File: src/sv/vfce_pkg.sv
// ----------------------------------------------------------------------------
// vfce_pkg
// Shared types, face codes and the corner offset table for the voxel face
// cull emitter.
// ----------------------------------------------------------------------------
package vfce_pkg;

    localparam int unsigned CNT_W    = 20;
    localparam int unsigned COORD_W  = 5;
    localparam int unsigned POS_W    = 6;
    localparam int unsigned FACE_N   = 6;

    typedef enum logic [2:0] {
        FACE_PX = 3'd0,
        FACE_NX = 3'd1,
        FACE_PY = 3'd2,
        FACE_NY = 3'd3,
        FACE_PZ = 3'd4,
        FACE_NZ = 3'd5
    } face_t;

    localparam logic [1:0] CORNER_FIRST = 2'd0;
    localparam logic [1:0] CORNER_LAST  = 2'd3;

    // Corner offsets packed as {x, y, z}, counter-clockwise per face.
    localparam logic [2:0] FACE_CORNER [FACE_N][4] = '{
        '{3'b100, 3'b101, 3'b111, 3'b110},
        '{3'b001, 3'b000, 3'b010, 3'b011},
        '{3'b011, 3'b010, 3'b110, 3'b111},
        '{3'b000, 3'b001, 3'b101, 3'b100},
        '{3'b101, 3'b001, 3'b011, 3'b111},
        '{3'b000, 3'b100, 3'b110, 3'b010}
    };

    // Commands from the controller to the datapath.
    typedef struct packed {
        logic load;
        logic step;
    } vfce_cmd_t;

    // Status from the datapath to the controller.
    typedef struct packed {
        logic has_faces;
        logic out_free;
        logic step_last;
    } vfce_status_t;

    typedef enum logic [1:0] {
        ST_IDLE = 2'b01,
        ST_EMIT = 2'b10
    } vfce_state_t;

    // Lowest pending face wins, which gives the +X, -X, +Y, -Y, +Z, -Z order.
    function automatic face_t first_face(input logic [FACE_N-1:0] mask);
        face_t f;
        f = FACE_NZ;
        priority if (mask[0]) f = FACE_PX;
        else if (mask[1]) f = FACE_NX;
        else if (mask[2]) f = FACE_PY;
        else if (mask[3]) f = FACE_NY;
        else if (mask[4]) f = FACE_PZ;
        else f = FACE_NZ;
        return f;
    endfunction

endpackage

File: src/sv/vfce_ctrl.sv
// ----------------------------------------------------------------------------
// vfce_ctrl
// Controller: takes one voxel at a time and paces vertex emission.
// ----------------------------------------------------------------------------
module vfce_ctrl
    import vfce_pkg::*;
(
    input  logic         clk,
    input  logic         rst_n,
    input  logic         in_valid,
    output logic         in_ready,
    input  vfce_status_t status,
    output vfce_cmd_t    cmd
);

    vfce_state_t state_reg;
    vfce_state_t state_next;

    assign in_ready = (state_reg == ST_IDLE);
    assign cmd.load = in_ready & in_valid;
    assign cmd.step = (state_reg == ST_EMIT) & status.out_free;

    always_comb
    begin
        state_next = state_reg;
        unique case (state_reg)
            ST_IDLE:
            begin
                if (in_valid && status.has_faces)
                begin
                    state_next = ST_EMIT;
                end
            end
            ST_EMIT:
            begin
                if (cmd.step && status.step_last)
                begin
                    state_next = ST_IDLE;
                end
            end
            default:
            begin
                state_next = ST_IDLE;
            end
        endcase
    end

    always_ff @(posedge clk or negedge rst_n)
    begin
        if (!rst_n)
        begin
            state_reg <= ST_IDLE;
        end
        else
        begin
            state_reg <= state_next;
        end
    end

endmodule

File: src/sv/vfce_dp.sv
// ----------------------------------------------------------------------------
// vfce_dp
// Datapath: voxel registers, pending face mask, corner and vertex counters,
// and the output register.
// ----------------------------------------------------------------------------
module vfce_dp
    import vfce_pkg::*;
(
    input  logic                clk,
    input  logic                rst_n,
    input  vfce_cmd_t           cmd,
    output vfce_status_t        status,
    input  logic                chunk_start,
    input  logic [COORD_W-1:0]  vox_x,
    input  logic [COORD_W-1:0]  vox_y,
    input  logic [COORD_W-1:0]  vox_z,
    input  logic                self_solid,
    input  logic [FACE_N-1:0]   neighbor_solid,
    output logic                out_valid,
    input  logic                out_ready,
    output logic [POS_W-1:0]    pos_x,
    output logic [POS_W-1:0]    pos_y,
    output logic [POS_W-1:0]    pos_z,
    output logic [1:0]          uv_corner,
    output logic [2:0]          face_dir,
    output logic [CNT_W-1:0]    face_base,
    output logic [CNT_W-1:0]    vertex_index,
    output logic                last
);

    logic [COORD_W-1:0] vx_reg, vy_reg, vz_reg;
    logic [FACE_N-1:0]  mask_reg, mask_next;
    logic [1:0]         corner_reg, corner_next;
    logic [CNT_W-1:0]   count_reg, count_next;
    logic               out_valid_reg, out_valid_next;

    logic [POS_W-1:0]   pos_x_reg, pos_y_reg, pos_z_reg;
    logic [1:0]         uv_reg;
    logic [2:0]         face_reg;
    logic [CNT_W-1:0]   base_reg, index_reg;
    logic               last_reg;

    logic [FACE_N-1:0]  load_mask;
    face_t              cur_face;
    logic [2:0]         offs;
    logic               single_face;

    assign load_mask   = ~neighbor_solid & {FACE_N{self_solid}};
    assign cur_face    = first_face(mask_reg);
    assign offs        = FACE_CORNER[cur_face][corner_reg];
    assign single_face = ((mask_reg & (mask_reg - 1'b1)) == '0);

    assign status.has_faces = (load_mask != '0);
    assign status.out_free  = ~out_valid_reg | out_ready;
    assign status.step_last = (corner_reg == CORNER_LAST) & single_face;

    always_comb
    begin
        mask_next      = mask_reg;
        corner_next    = corner_reg;
        count_next     = count_reg;
        out_valid_next = out_valid_reg & ~out_ready;
        if (cmd.load)
        begin
            mask_next   = load_mask;
            corner_next = CORNER_FIRST;
            if (chunk_start)
            begin
                count_next = '0;
            end
        end
        else if (cmd.step)
        begin
            out_valid_next = 1'b1;
            count_next     = count_reg + 1'b1;
            corner_next    = corner_reg + 1'b1;
            if (corner_reg == CORNER_LAST)
            begin
                mask_next = mask_reg & (mask_reg - 1'b1);
            end
        end
    end

    always_ff @(posedge clk or negedge rst_n)
    begin
        if (!rst_n)
        begin
            mask_reg      <= '0;
            corner_reg    <= '0;
            count_reg     <= '0;
            out_valid_reg <= 1'b0;
        end
        else
        begin
            mask_reg      <= mask_next;
            corner_reg    <= corner_next;
            count_reg     <= count_next;
            out_valid_reg <= out_valid_next;
        end
    end

    always_ff @(posedge clk)
    begin
        if (cmd.load)
        begin
            vx_reg <= vox_x;
            vy_reg <= vox_y;
            vz_reg <= vox_z;
        end
        if (cmd.step)
        begin
            pos_x_reg <= {1'b0, vx_reg} + {{(POS_W-1){1'b0}}, offs[2]};
            pos_y_reg <= {1'b0, vy_reg} + {{(POS_W-1){1'b0}}, offs[1]};
            pos_z_reg <= {1'b0, vz_reg} + {{(POS_W-1){1'b0}}, offs[0]};
            uv_reg    <= corner_reg;
            face_reg  <= cur_face;
            base_reg  <= count_reg - {{(CNT_W-2){1'b0}}, corner_reg};
            index_reg <= count_reg;
            last_reg  <= status.step_last;
        end
    end

    assign out_valid    = out_valid_reg;
    assign pos_x        = pos_x_reg;
    assign pos_y        = pos_y_reg;
    assign pos_z        = pos_z_reg;
    assign uv_corner    = uv_reg;
    assign face_dir     = face_reg;
    assign face_base    = base_reg;
    assign vertex_index = index_reg;
    assign last         = last_reg;

endmodule

File: src/sv/voxel_face_cull_emitter_unit.sv
// ----------------------------------------------------------------------------
// voxel_face_cull_emitter_unit
// Naive face-culling voxel mesher: one voxel in, four vertices out for each
// exposed face of a solid voxel.
// ----------------------------------------------------------------------------
//
//  Channel | Handshake           | Beat carries
//  --------+---------------------+-----------------------------------------
//  in      | in_valid / in_ready | one voxel: chunk_start, coordinates,
//          |                     | self_solid, neighbor_solid
//  out     | out_valid/out_ready | one vertex: position, uv_corner, face_dir,
//          |                     | face_base, vertex_index, last
//
//  A voxel is accepted in the idle state, then one vertex is emitted per cycle
//  while the output side keeps taking beats. The vertex emitter handles one
//  voxel at a time; the output register lets the next voxel be accepted while
//  the final vertex still waits. A stalled output holds the emitter.
//  Reset clears the controller, the output valid and the vertex counter.
//
module voxel_face_cull_emitter_unit
    import vfce_pkg::*;
(
    input  logic                clk,
    input  logic                rst_n,
    input  logic                in_valid,
    output logic                in_ready,
    input  logic                chunk_start,
    input  logic [COORD_W-1:0]  vox_x,
    input  logic [COORD_W-1:0]  vox_y,
    input  logic [COORD_W-1:0]  vox_z,
    input  logic                self_solid,
    input  logic [FACE_N-1:0]   neighbor_solid,
    output logic                out_valid,
    input  logic                out_ready,
    output logic [POS_W-1:0]    pos_x,
    output logic [POS_W-1:0]    pos_y,
    output logic [POS_W-1:0]    pos_z,
    output logic [1:0]          uv_corner,
    output logic [2:0]          face_dir,
    output logic [CNT_W-1:0]    face_base,
    output logic [CNT_W-1:0]    vertex_index,
    output logic                last
);

    // The controller only sequences; all payload state lives in the datapath.
    vfce_cmd_t    cmd;
    vfce_status_t status;

    vfce_ctrl u_ctrl (
        .clk      (clk),
        .rst_n    (rst_n),
        .in_valid (in_valid),
        .in_ready (in_ready),
        .status   (status),
        .cmd      (cmd)
    );

    // The datapath walks the pending faces lowest first and four corners per
    // face, numbering vertices with a counter that chunk_start clears.
    vfce_dp u_dp (
        .clk            (clk),
        .rst_n          (rst_n),
        .cmd            (cmd),
        .status         (status),
        .chunk_start    (chunk_start),
        .vox_x          (vox_x),
        .vox_y          (vox_y),
        .vox_z          (vox_z),
        .self_solid     (self_solid),
        .neighbor_solid (neighbor_solid),
        .out_valid      (out_valid),
        .out_ready      (out_ready),
        .pos_x          (pos_x),
        .pos_y          (pos_y),
        .pos_z          (pos_z),
        .uv_corner      (uv_corner),
        .face_dir       (face_dir),
        .face_base      (face_base),
        .vertex_index   (vertex_index),
        .last           (last)
    );

endmodule

File: config.mk
export PLATFORM = sky130hd
export DESIGN_NAME = voxel_face_cull_emitter_unit
export DESIGN_NICKNAME = d
export VERILOG_FILES = /design/src/sv/vfce_pkg.sv /design/src/sv/vfce_ctrl.sv /design/src/sv/vfce_dp.sv /design/src/sv/voxel_face_cull_emitter_unit.sv
export SDC_FILE = /design/constraint.sdc
export NUM_CORES = 1
export LEC_CHECK = 0
export ABC_AREA = 1
export BUFFER_PORTS_ARGS = -buffer_cell sky130_fd_sc_hd__buf_2
export CAP_MARGIN = 30
export CORE_MARGIN = 5
export CORE_UTILIZATION = 30
export DETAILED_ROUTE_END_ITERATION = 8
export PLACE_DENSITY = 0.59
export SYNTH_ARGS = -nofsm -noshare
export SYNTH_HDL_FRONTEND = slang
export SYNTH_SLANG_ARGS = --single-unit
File: constraint.sdc
create_clock -name clk -period 5.7 [get_ports clk]
set_clock_uncertainty 0.2 [all_clocks]
set_input_delay 0.285 -clock clk [delete_from_list [all_inputs] [get_ports clk]]
set_output_delay 0.285 -clock clk [all_outputs]
set_load 0.01 [all_outputs]
==> out/summary.md, run 1 <==
The slowest stage of the critical path belongs to the cell dfrtp_1. Of all nets on the critical path, the largest fanout is 4. The data required time of the worst path is 5.60 ns, and the remaining antenna violation count after routing is 0. For this run, the leading register cell type out of synthesis is edfxtp_1. The cell sitting at the root of the clock tree is a clkbuf_16. The nature of the critical path startpoint is a register. Setup slack on the critical path of the routed design comes to 3.159 ns. The routed design could run at a clock period as short as 2.541 ns.

Headroom to the max-slew limit came out at 51.05%. Summed over all nets, the half-perimeter wirelength after detailed placement is 8569 um. The count of flip-flops with a built-in enable after synthesis is 79, and the count of inserted antenna diode cells is 0.

The setup slack of the worst register-to-register path is 3.16 ns, and the final routed DRC violation total is 0. The internal cell power is 1.926 mW. The boundary pin count was 93. The register cell area after layout is 3149 um2. Setup violations remaining at the end of the flow were counted as 0. The mapped netlist covers 5119 um2. The transition time at the pin with the least slew margin works out to 0.7342 ns. Setup repair after global routing left no endpoint under its margin.

The total core area came out at 16,640 um2. The critical path goes through inv_1 > nand2_1 > nor2_1 > inv_1 > ha_1 > xnor2_1 > nand2_1 > nand2_1 > ha_1 > ha_1 > nand3_1 > xor2_1. In this run the most used layer during global routing was met2.

The clock transition time at the flip-flop clock pins of the worst setup and hold paths was 0.07 ns. The share of the yosys chip area belonging to registers came out at 61.53%. The number of setup buffers added after CTS is 0. The run gives 37.89% as the share of the core filled with cells in the final layout. TritonCTS created 9 clock buffers.

The tools report the endpoint type of the worst setup path as a register. The post-route netlist has 23.23% of its cells at a drive strength greater than 1. The run gives 0 as the number of max-cap violations. The run finished with clean final reports. The tools report the number of synthesis warnings as 0.

Sequential cells burn 42.3% of the power. Of the total power, the clock network draws 23.4%. The data arrival time of the critical path is 2.44 ns. The count of H-tree levels built during CTS came out at 3. Counting tap cells, the placed design contains a total of 782 instances. The combinational share of power was 34.2%; the via total after detailed routing was 3,778.

Top cell family by delay on the critical path: adder cells. For this run, global-route usage on met2 was measured as 18.90%. The final cycle utilization of the critical path was 44.57%. The min-delay analysis places its worst path in the category input port to register. The clock passes through at most 2 buffers. For this block, the initial DRC count from the detailed router was 284.

Entering global routing, the biggest net connects 44 pins. The netlist uses 38 different library cells. The later pin in the worst-skew pair is clocked with a latency of 0.35 ns. The launching instance or port of the critical path was u_dp.mask_reg[1]$_DFFE_PN0P_. The run gives 1717 um2 as the footprint of the multi-input gates.

In this run the power spent charging and discharging nets is 1.086 mW. The detailed-route wire length per cell is 14.42 um. The number of sinks handled by clock tree synthesis is 110.

The overall global routing resource usage is 12.23%, and the post-synthesis area per instance is 10.78 um2. The total count of hold-check failures in the final report is 0. For the final routed database, the setup TNS stands at 0 ns. The critical path start-end classification is register to register.

In this run the tool buffered the top-level ports with 92 buffer cells. The count of state elements after synthesis is 110, and the count of fill cells added during filler insertion is 1,633. Together, buffers and inverters on the worst path number 2. The total die area was 19,770 um2; the via count of the first global-routing pass was 3,737. For this run, global-route usage on met1 was measured as 16.63%. The startpoint of the worst register-to-register path is u_dp.mask_reg[1]$_DFFE_PN0P_.

The logs give 47 for the number of cell rows and 517 for the number of nets in the synthesized netlist. The first global-routing pass estimated 19,530 um of wire. Power density over the cells: 477.5 nW/um2. The proportion of synthesized flip-flops having asynchronous set or reset was 28.18%; the global-route track usage on met3 was 3.082%. The tools report the worst hold path startpoint as out_ready. Wires add up to 11,740 um. Summed over all layers, the global routing overflow is 0. The worst supply voltage drop on vdd was 0.1702 mV. For this run, the number of standard cells in the final layout without fillers is 814. For this configuration, the core starts out at a cell density of 30.76%. Longest individual stage delay on the worst path: 0.40 ns. Using the TritonRoute via totals, the vias-per-cell ratio works out to 4.641. The synthesis-to-finish area growth is 23.20%, and the maximum clock frequency is 393.6 MHz. The max-slew violation total from the final report was 0; the synthesized instance count was 475.

TritonCTS built the clock tree. Prior to clock tree synthesis, the placed netlist has a worst setup slack of 3.203 ns. The analysis attributes to cell leakage a power of 2.720 nW. The height of the die is 140.6 um, and the global placement routability congestion is 0.9430. The tools report the initial antenna violation count as 0.

For this run, the post-layout net count is 631. Before antenna repair, the detailed router went through 5 iterations. Measured along the x axis, the die boundary spans 140.6 um. Net switching is 36.05% of the power.
==> layer usage <==
metal	vias to the layer above	wire length (um)
met5	-	0
met4	0	258
met3	18	778
met2	116	5393
met1	1810	5308
li1	1834	-
==> power groups by stage <==
stage	clock network (mW)	registers (mW)	logic (mW)
global route	0.759	1.30	1.19
floorplan	0	1.29	0.721
CTS	0.724	1.28	1.04
finish	0.706	1.28	1.03
detailed placement	0	1.29	1.03
global placement	0	1.29	1.00
==> metrics by stage <==
stage,instance area (um2),power [mW],hold WS (ns)
after floorplan,5119,2.008,-0.2106
after global routing,6306,3.246,0.06432
final,6306,3.011,0.02526
after CTS,6306,3.040,0.02716
after global placement,5812,2.292,0.1887
after detailed placement,5812,2.319,0.1985
==> cells by family (layout without fill, tap and decap cells) <==
group,after synthesis,count (layout),synth area share (%)
flops,110,110,61.53
fa+ha+maj,15,15,3.813
xor+xnor,30,30,5.133
simple gates,221,221,20.14
buf+inv,60,179,4.937
compound gates,38,38,4.229
mux,1,1,0.2200
==> path summary, 6_finish.rpt <==
check / end / cells after the start
min reg2reg: u_dp.mask_reg[5]$_DFFE_PN0P_ / 2
max in group asynchronous: u_ctrl.state_reg[1]$_DFFE_PN0P_ / 2
min in group asynchronous: u_dp.count_reg[8]$_DFFE_PN0P_ / 2
max reg2reg: u_dp.pos_z[4]$_DFFE_PP_ / 12
max: u_dp.pos_z[4]$_DFFE_PP_ / 12
min: u_dp.out_valid$_DFF_PN0_ / 4
==> final cells by class <==
| cell class | count | area share [%] |
|---|---|---|
| sequential | 110 | 49.94 |
| multi-input combinational | 305 | 27.22 |
| tap | 220 | 4.365 |
| clock buffer | 12 | 3.750 |
| clock inverter | 4 | 1.548 |
| inverter | 54 | 3.214 |
| timing repair buffer | 109 | 9.960 |
==> what timing repair did <==
item	4_1_cts	5_1_grt
endpoints found under the hold margin	45	0
hold buffers	16	0
resized for setup	0	0
==> synth_stat cells (4+ instances only) <==
| library cell | n | area (um2) |
|---|---|---|
| dfrtp_1 | 30 | 750.7 |
| nand2_2 | 8 | 50.05 |
| nor2_1 | 47 | 176.4 |
| o21ai_0 | 20 | 100.1 |
| nand4_1 | 21 | 131.4 |
| a21oi_1 | 8 | 40.04 |
| ha_1 | 14 | 175.2 |
| nand3_1 | 23 | 115.1 |
| xor2_1 | 27 | 236.5 |
| nand2_1 | 93 | 349.1 |
| edfxtp_1 | 79 | 2372 |
| inv_2 | 9 | 33.78 |
| nor2_2 | 4 | 25.02 |
| nor3_1 | 13 | 65.06 |
| inv_1 | 45 | 168.9 |
==> placed cells by master, fill, tap and decap left out, types with 2 or more instances in the layout <==
cell | netlist | routed
a21oi_1 | 8 | 8
a22o_1 | 2 | 2
and2_1 | 2 | 2
buf_2 | 1 | 92
bufinv_16 | 0 | 3
clkbuf_1 | 0 | 3
clkbuf_16 | 0 | 9
dfrtp_1 | 30 | 30
dlygate4sd3_1 | 0 | 16
edfxtp_1 | 79 | 79
ha_1 | 14 | 14
inv_1 | 45 | 45
inv_2 | 9 | 9
nand2_1 | 93 | 93
nand2_2 | 8 | 8
nand2_4 | 2 | 2
nand3_1 | 23 | 23
nand4_1 | 21 | 21
nor2_1 | 47 | 47
nor2_2 | 4 | 4
nor2_4 | 2 | 2
nor3_1 | 13 | 13
o211ai_1 | 3 | 3
o21ai_0 | 20 | 20
xnor2_1 | 3 | 3
xor2_1 | 27 | 27
==> worst reg2reg max path, delay by kind of cell (launching register included) <==
family | cells | cell delay, ns
fa+ha+maj | 3 | 0.67
buf+inv | 2 | 0.21
xor+xnor | 2 | 0.29
simple gates | 5 | 0.54
flops | 1 | 0.40
(Power assumes the default switching activity.)
==> inputs of run 2 (changes only) <==
==> constraint.sdc (replaced) <==
create_clock -name clk -period 2.4 [get_ports clk]
set_clock_uncertainty 0.2 [all_clocks]
set_input_delay 0.12 -clock clk [delete_from_list [all_inputs] [get_ports clk]]
set_output_delay 0.12 -clock clk [all_outputs]
set_load 0.01 [all_outputs]
==> run 2 against run 1 <==
Compared with the run above: critical path depth shrank 1; clock-buffer cell count fell by 2; fmax up 11%; first-iteration DRC count is the same; combinational power rose to 2.9 times the previous value; sequential share of layout area down 2.1 points; final area is 4.3% higher; via count increased by 0.77%; sequential power rose by 130%; utilization rose by 1.6 points.
==> out/summary.md, run 2 (synthesized netlist as in run 1, its figures left out) <==
Internal power comes to 4.736 mW. The run gives 0 as the remaining antenna violation count after routing. The number of antenna diodes in the final layout is 0. The longest individual stage delay on the worst path is 0.42 ns.

The largest individual stage delay along the critical path comes from the cell dfrtp_1. Combinational logic burns 39.9% of the power. The die covers 19,770 um2. The via count of the first global-routing pass is 3,769. The worst setup path is launched from a register. On the critical path the largest part of the delay comes from simple AND/OR/NAND/NOR gates.

Net switching is 36.89% of the power. Together, buffers and inverters on the worst path number 2. The logs give 11,770 um for the final wirelength and 0.8826 for the global placement routability congestion.

At the pin with the least slew margin, the transition time is 0.7162 ns. The library cells used most frequently in the layout, excluding fill and tap cells, are buf_2, nand2_1, edfxtp_1, nor2_1, inv_1. The run finished with clean final reports. The final hold slack was 0.08847 ns; the via total after detailed routing was 3,807. The proportion of power drawn by flip-flops and latches came out at 39.8%. Setup repair after global routing left no endpoint under its margin. The number of max-cap violations was 0; the max-slew violation total from the final report was 0. Walking the worst path, the cells encountered are nor2_2 > nand2_1 > inv_2 > nand2_2 > mux2_2 > nand2_1 > nand2_2 > ha_4 > ha_4 > buf_4 > xor2_1. The via count normalized by instance count came out at 4.532.

Summed over all failing endpoints, the final setup total negative slack is 0 ns. The tools report the total count of hold-check failures in the final report as 0. Setup violations remaining at the end of the flow were counted as 0.

The count of buffers inserted at the top-level ports is 92. For the worst setup path, the data required time is 2.30 ns. For the total core area, the log shows 16,640 um2. The logs give 47 for the number of cell rows and 19,530 um for the wire length of the first global-routing pass. The final net count was 657. The tools report the leakage power of the design as 2.845 nW. For this design the total switching power over the nets is 2.768 mW.

Subtracting the final worst setup slack from the clock period gives 2.282 ns. For the first-pass iteration count of the detailed router, the log shows 5. The run gives 0 as the final routed DRC violation total. The height of the die is 140.6 um, and the count of fill cells added during filler insertion is 1,604.

The run gives 2.18 ns as the data arrival time of the critical path. The tools report the initial antenna violation count as 0. The clock latency on the worst-skew pair came out at 0.35 ns. Along the worst path, the maximum fanout reaches 3. Critical path start-end classification: register to register.

The power density over the cells works out to 1140 nW/um2. In this run the count of I/O pins placed on the die edge is 93. The logs give 12.29% for the overall global routing resource usage and 32 for the maximum number of pins on one net before global-route repair. The most frequent standard cell in the layout excluding fill and tap cells was buf_2. The ratio of cells with drive above 1 in the final layout was 29.35%; the number of buffers added by the clock tree synthesis step was 9. The total global routing overflow is 0, and the initial cell density of the core is 30.76%.

Clock tree synthesis found a total of 110 sinks. Once detailed placement completed, the half-perimeter wirelength came to 8696 um. The synthesis-to-finish area growth came out at 28.55%.

VDD sags by at most 0.3924 mV. The worst path uses 95.08% of the clock period. The worst setup path is captured at a register. The logs give 20.3% for the relative contribution of the clock network to total power and 6580 um2 for the finished layout cell area.

For the DRC violation total after the first TritonRoute iteration, the log shows 284. CTS root buffer: clkbuf_16. Based on the critical path, the design can be clocked at up to 438.2 MHz.

The count of H-tree levels built during CTS is 3, and the post-layout worst setup margin is 0.1181 ns. OpenSTA, run right after detailed placement, puts the worst setup slack at -0.006743 ns. Floorplan die width: 140.6 um.

The path class of the tightest hold or removal check is input port to register. For the maximum clock insertion buffer count, the log shows 2. After clock tree synthesis, the clock-pin slew on the worst setup and hold paths is 0.07 ns. The total design power was 7.504 mW; the relative slew slack was 52.25%. The tools report the cell area after placement as 5932 um2.

TritonCTS built the clock tree. The detailed-route wire length per cell works out to 14.01 um.
-- run 2: changes by cell type in the layout (fill, tap and decap cells not counted), moves of 4 or more --
cell,delta
inv_2,+5
ha_1,-5
ha_4,+4
inv_1,-5
nand2_1,-5
dlygate4sd3_1,+7
nand2_2,+5
buf_4,+19
-- run 2: repair_timing --
action,4_1_cts,5_1_grt
hold endpoints to repair,52,0
gates resized for setup,3,24
hold buffers,23,0
pin swaps,0,6
endpoints found under the setup margin,1,9
buffers inserted,0,3
-- run 2: through the flow --
stage	util [%]	cells
floorplan	-	475
global placement	35.64	798
detailed placement	35.64	798
CTS	38.89	837
global route	39.54	840
finish	39.54	840
-- run 2: layout make-up --
cell class	instances	area, um2	area share (%)
Sequential cell	110	3149	47.86
Clock inverter	6	66.31	1.008
Inverter	54	202.7	3.080
Tap cell	220	275.3	4.183
Clock buffer	10	239.0	3.632
Timing Repair Buffer	135	840.8	12.78
Multi-Input combinational cell	305	1807	27.46
-- run 2: path summary, 6_finish.rpt --
path | startpoint | to | slack (ns) | depth (start not counted)
setup / recovery | u_dp.mask_reg[2]$_DFFE_PN0P_ | u_dp.pos_x[2]$_DFFE_PP_ | 0.12 | 11
hold / removal | self_solid | u_dp.mask_reg[5]$_DFFE_PN0P_ | 0.09 | 5
setup reg to reg | u_dp.mask_reg[2]$_DFFE_PN0P_ | u_dp.pos_x[2]$_DFFE_PP_ | 0.12 | 11
hold reg to reg | u_dp.count_reg[19]$_DFFE_PN0P_ | u_dp.vertex_index[19]$_DFFE_PP_ | 0.34 | 0
max in group asynchronous | rst_n | u_dp.mask_reg[4]$_DFFE_PN0P_ | 1.37 | 2
min in group asynchronous | rst_n | u_dp.count_reg[17]$_DFFE_PN0P_ | 0.16 | 2
-- run 2: power groups by stage --
stage	logic, mW	registers (mW)	clock network, mW
2_1_floorplan	1.71	3.06	0
3_3_place_gp	2.63	2.99	0
3_5_place_dp	2.68	3.00	0
4_1_cts	2.73	2.97	1.56
5_1_grt	3.41	3.03	1.65
6_report	2.99	2.99	1.52
-- run 2: worst reg2reg max path: stages (launching register included) --
cell,delay [ns]
dfrtp_1,0.42
nor2_2,0.16
nand2_1,0.10
inv_2,0.09
nand2_2,0.07
mux2_2,0.26
nand2_1,0.07
nand2_2,0.08
ha_4,0.18
ha_4,0.15
buf_4,0.12
xor2_1,0.13
-- run 2: per-layer routing --
metal | vias to the layer above | global-route usage (%) | wire length (um)
li1 | 1894 | - | -
met1 | 1801 | 17.00 | 5577
met2 | 96 | 19.23 | 5392
met3 | 16 | 2.743 | 545
met4 | 0 | 4.029 | 256
met5 | - | 0 | 0
==> inputs of run 3 (changes only) <==
--- a/config.mk
+++ b/config.mk
@@ -5,13 +5,12 @@
 export SDC_FILE = /design/constraint.sdc
 export NUM_CORES = 1
 export LEC_CHECK = 0
-export ABC_AREA = 1
 export BUFFER_PORTS_ARGS = -buffer_cell sky130_fd_sc_hd__buf_2
 export CAP_MARGIN = 30
 export CORE_MARGIN = 5
 export CORE_UTILIZATION = 30
 export DETAILED_ROUTE_END_ITERATION = 8
-export PLACE_DENSITY = 0.59
+export PLACE_DENSITY = 0.6
 export SYNTH_ARGS = -nofsm -noshare
 export SYNTH_HDL_FRONTEND = slang
 export SYNTH_SLANG_ARGS = --single-unit
==> run 3 against run 2 <==
Compared with the run above: the run now ends with negative setup slack left; final area rose by 1.7%; die area fell by 4.8%; worst setup slack got worse by 0.32 ns; critical path type unchanged; highest routed layer unchanged.
==> out/summary.md, run 3 <==
The run finished, with violations left. The final reports fail on negative setup slack. Using the TritonRoute via totals, the vias-per-cell ratio works out to 4.564. For the worst setup path, the data arrival time is 2.50 ns.

The count of buffers added on input and output ports is 92. The relative slew slack came out at 50.79%. In this run, the number of DRC markers left after iteration 0 of detailed routing was 239. After synthesis, the cell types taking the most area are edfxtp_1, dfrtp_1, ha_1.

The highest net fanout along the worst path is 2, and the count of fill cells added during filler insertion is 1,530. The initialized floorplan defines 46 standard-cell rows. The worst setup path is launched from a register. The top-area cell type share of the netlist area is 48.88%, and the post-synthesis area per instance is 13.08 um2. VDD sags by at most 0.3338 mV. The analysis attributes to cell leakage a power of 2.670 nW. After the last flow step, the layout net total stands at 573. In this run the number of H-tree levels came out at 3. The post-layout worst setup margin is -0.2012 ns, and the total count of hold-check failures in the final report is 0. In the layout the commonest cells are buf_2, edfxtp_1, buf_4, dfrtp_1, nand2_1. The core region is 15,890 um2. The ratio of cells with drive above 1 in the final layout came out at 37.87%. The via total after detailed routing came out at 3,432.

Cell with the most instances after synthesis: edfxtp_1. Setup violations remaining at the end of the flow were counted as 15. The global placement routability congestion is 0.7858. After detailed routing, the number of remaining DRC violations is 0.

Clock tree synthesis selected as its root buffer the cell clkbuf_16. The initial utilization of the core area, before any placement, comes to 30.55%. The tightest min-delay check is of the input port to async pin type.

After synthesis, the most frequently instantiated cells are edfxtp_1, dfrtp_1, nand2_1, nor2_1. The height of the die is 137.2 um. Power spread over the standard cell area amounts to 756.9 nW/um2. The tool flagged a number of max-cap violations equal to 0. STA puts the critical path data required time at 2.30 ns. Setup repair after global routing could not meet its margin everywhere. Maximum clock frequency: 384.4 MHz.

The remaining antenna violation count after routing came out at 0. The run gives -0.2476 ns as the post-placement setup slack. In this run the cell area of the synthesized design comes to 4853 um2. In the final routed layout, each cell accounts on average for 14.88 um.

The depth of the worst register-to-register path is 13. The number of buffers added by the clock tree synthesis step came out at 9. In this run the count of I/O pins placed on the die edge is 93. Global routing consumed, over all layers together, 12.23% of the routing resources. The minimum clock period after layout was 2.601 ns. The netlist uses 48 different library cells.

The most frequently used flop master after synthesis is edfxtp_1. The transition time at the pin with the least slew margin was 0.7382 ns; the proportion of synthesized flip-flops having asynchronous set or reset was 28.18%. The total design power was 5.067 mW; the count of flip-flops with a built-in enable after synthesis was 79.

The die covers 18,820 um2. The floorplan die width is 137.2 um, and the half-perimeter wire length of the detailed placement result is 7745 um. After detailed routing, the total wire length is 11,190 um.

Most frequent standard cell in the layout excluding fill and tap cells: buf_2. The first global-routing pass estimated 17,990 um of wire. Sequential elements use 64.89% of the synthesized area.

Initial antenna violation count: 0. The multi-input combinational cells in the finished layout cover a total of 1789 um2. The tools report the number of sinks handled by clock tree synthesis as 110. Summing all flip-flop and latch instances after layout gives 3149 um2. Endpoint type of the worst setup path: a register.

The critical path start-end classification is register to register. Maximum clock insertion buffer count: 2. TritonCTS built the clock tree. At the later pin of the worst-skew pair, clock insertion delay measures 0.35 ns. The biggest area contributor in the post-synthesis netlist is edfxtp_1. During synthesis, Yosys emitted a total of 0 warnings. First-pass iteration count of the detailed router: 4. The number of nets in the synthesized netlist is 413.

The maximum number of pins on one net before global-route repair was 48. The run gives 0 as the max-slew violation total from the final report. The synthesis-to-finish area growth is 37.92%, and the synthesized instance count is 371.

The count of inserted antenna diode cells was 0. Counting flops and latches in the post-synthesis netlist gives 110. The total overflow left after global routing is 0.

The clock transition time at the flip-flop clock pins of the worst setup and hold paths is 0.07 ns, and the via count of the first global-routing pass is 3,532. Dividing the final minimum period by the clock period gives 108.4%.
-- run 3: kinds of logic (layout without fill, tap and decap cells) --
logic type,count (synthesis),after routing,share of synthesized area [%]
flip-flops,110,110,64.89
buffers and inverters,29,194,2.500
XOR/XNOR,28,28,5.053
AND/OR/NAND/NOR,127,127,14.39
adder cells (fa/ha/maj),16,16,4.228
multiplexers,12,12,2.526
AO/OA/AOI/OAI,49,49,6.419
-- run 3: final timing paths --
path,start,to,slack [ns]
hold / removal,rst_n,u_dp.count_reg[16]$_DFFE_PN0P_,0.18
setup reg to reg,u_dp.mask_reg[4]$_DFFE_PN0P_,u_dp.pos_z[4]$_DFFE_PP_,-0.20
setup / recovery,u_dp.mask_reg[4]$_DFFE_PN0P_,u_dp.pos_z[4]$_DFFE_PP_,-0.20
max in group asynchronous,rst_n,u_dp.corner_reg[0]$_DFFE_PN0P_,1.34
min in group clk,chunk_start,u_dp.count_reg[5]$_DFFE_PN0P_,0.23
hold reg to reg,u_dp.mask_reg[5]$_DFFE_PN0P_,u_dp.mask_reg[5]$_DFFE_PN0P_,0.34
-- run 3: cell type report --
cell class / instances / area share, %
clock inverter: 4 / 1.084
multi-input combinational: 232 / 26.73
tap: 216 / 4.037
sequential: 110 / 47.05
timing repair buffer: 169 / 17.03
inverter: 9 / 0.5421
clock buffer: 12 / 3.533
-- run 3: repair_timing --
| item | in CTS | in global routing |
|---|---|---|
| resized for setup | 17 | 13 |
| endpoints found under the hold margin | 54 | 0 |
| pin swaps | 10 | 7 |
| setup endpoints to repair | 14 | 18 |
| hold buffers | 25 | 0 |
| buffers inserted | 7 | 2 |
-- run 3: power breakdown --
group          internal [mW]  total [mW]  switching, mW
clock                  0.915        1.57          0.655
sequential              2.20        2.27         0.0741
combinational          0.646        1.22          0.577
-- run 3: routing by layer --
| metal | vias up | GRT usage (%) | wire (um) |
|---|---|---|---|
| met5 | - | 0 | 0 |
| met1 | 1671 | 15.53 | 4745 |
| li1 | 1690 | - | - |
| met2 | 59 | 20.63 | 5725 |
| met3 | 12 | 2.739 | 519 |
| met4 | 0 | 4.213 | 201 |
-- run 3: metrics by stage --
stage	setup TNS (ns)	area, um2	utilization [%]	hold slack (ns)	instances
after floorplan	-0.5457	4945	-	-0.3756	371
after global placement	-0.8846	5899	37.14	0.01744	701
after detailed placement	-1.518	5899	37.14	0.02440	701
after CTS	-0.9828	6594	41.51	0.2119	749
after global routing	-2.744	6694	42.14	0.2366	752
final	-1.667	6694	42.14	0.1808	752
-- run 3: critical path, stage by stage (launching register included) --
cell and delay [ns]:
dfrtp_1 0.38, nor2b_4 0.14, nor2_4 0.10, nor2_2 0.05, or2_4 0.24, ha_4 0.25, xnor2_2 0.13, xnor2_1 0.13
nand2_1 0.06, o21ai_1 0.08, ha_2 0.23, ha_4 0.14, nand3_2 0.08, xnor2_1 0.14
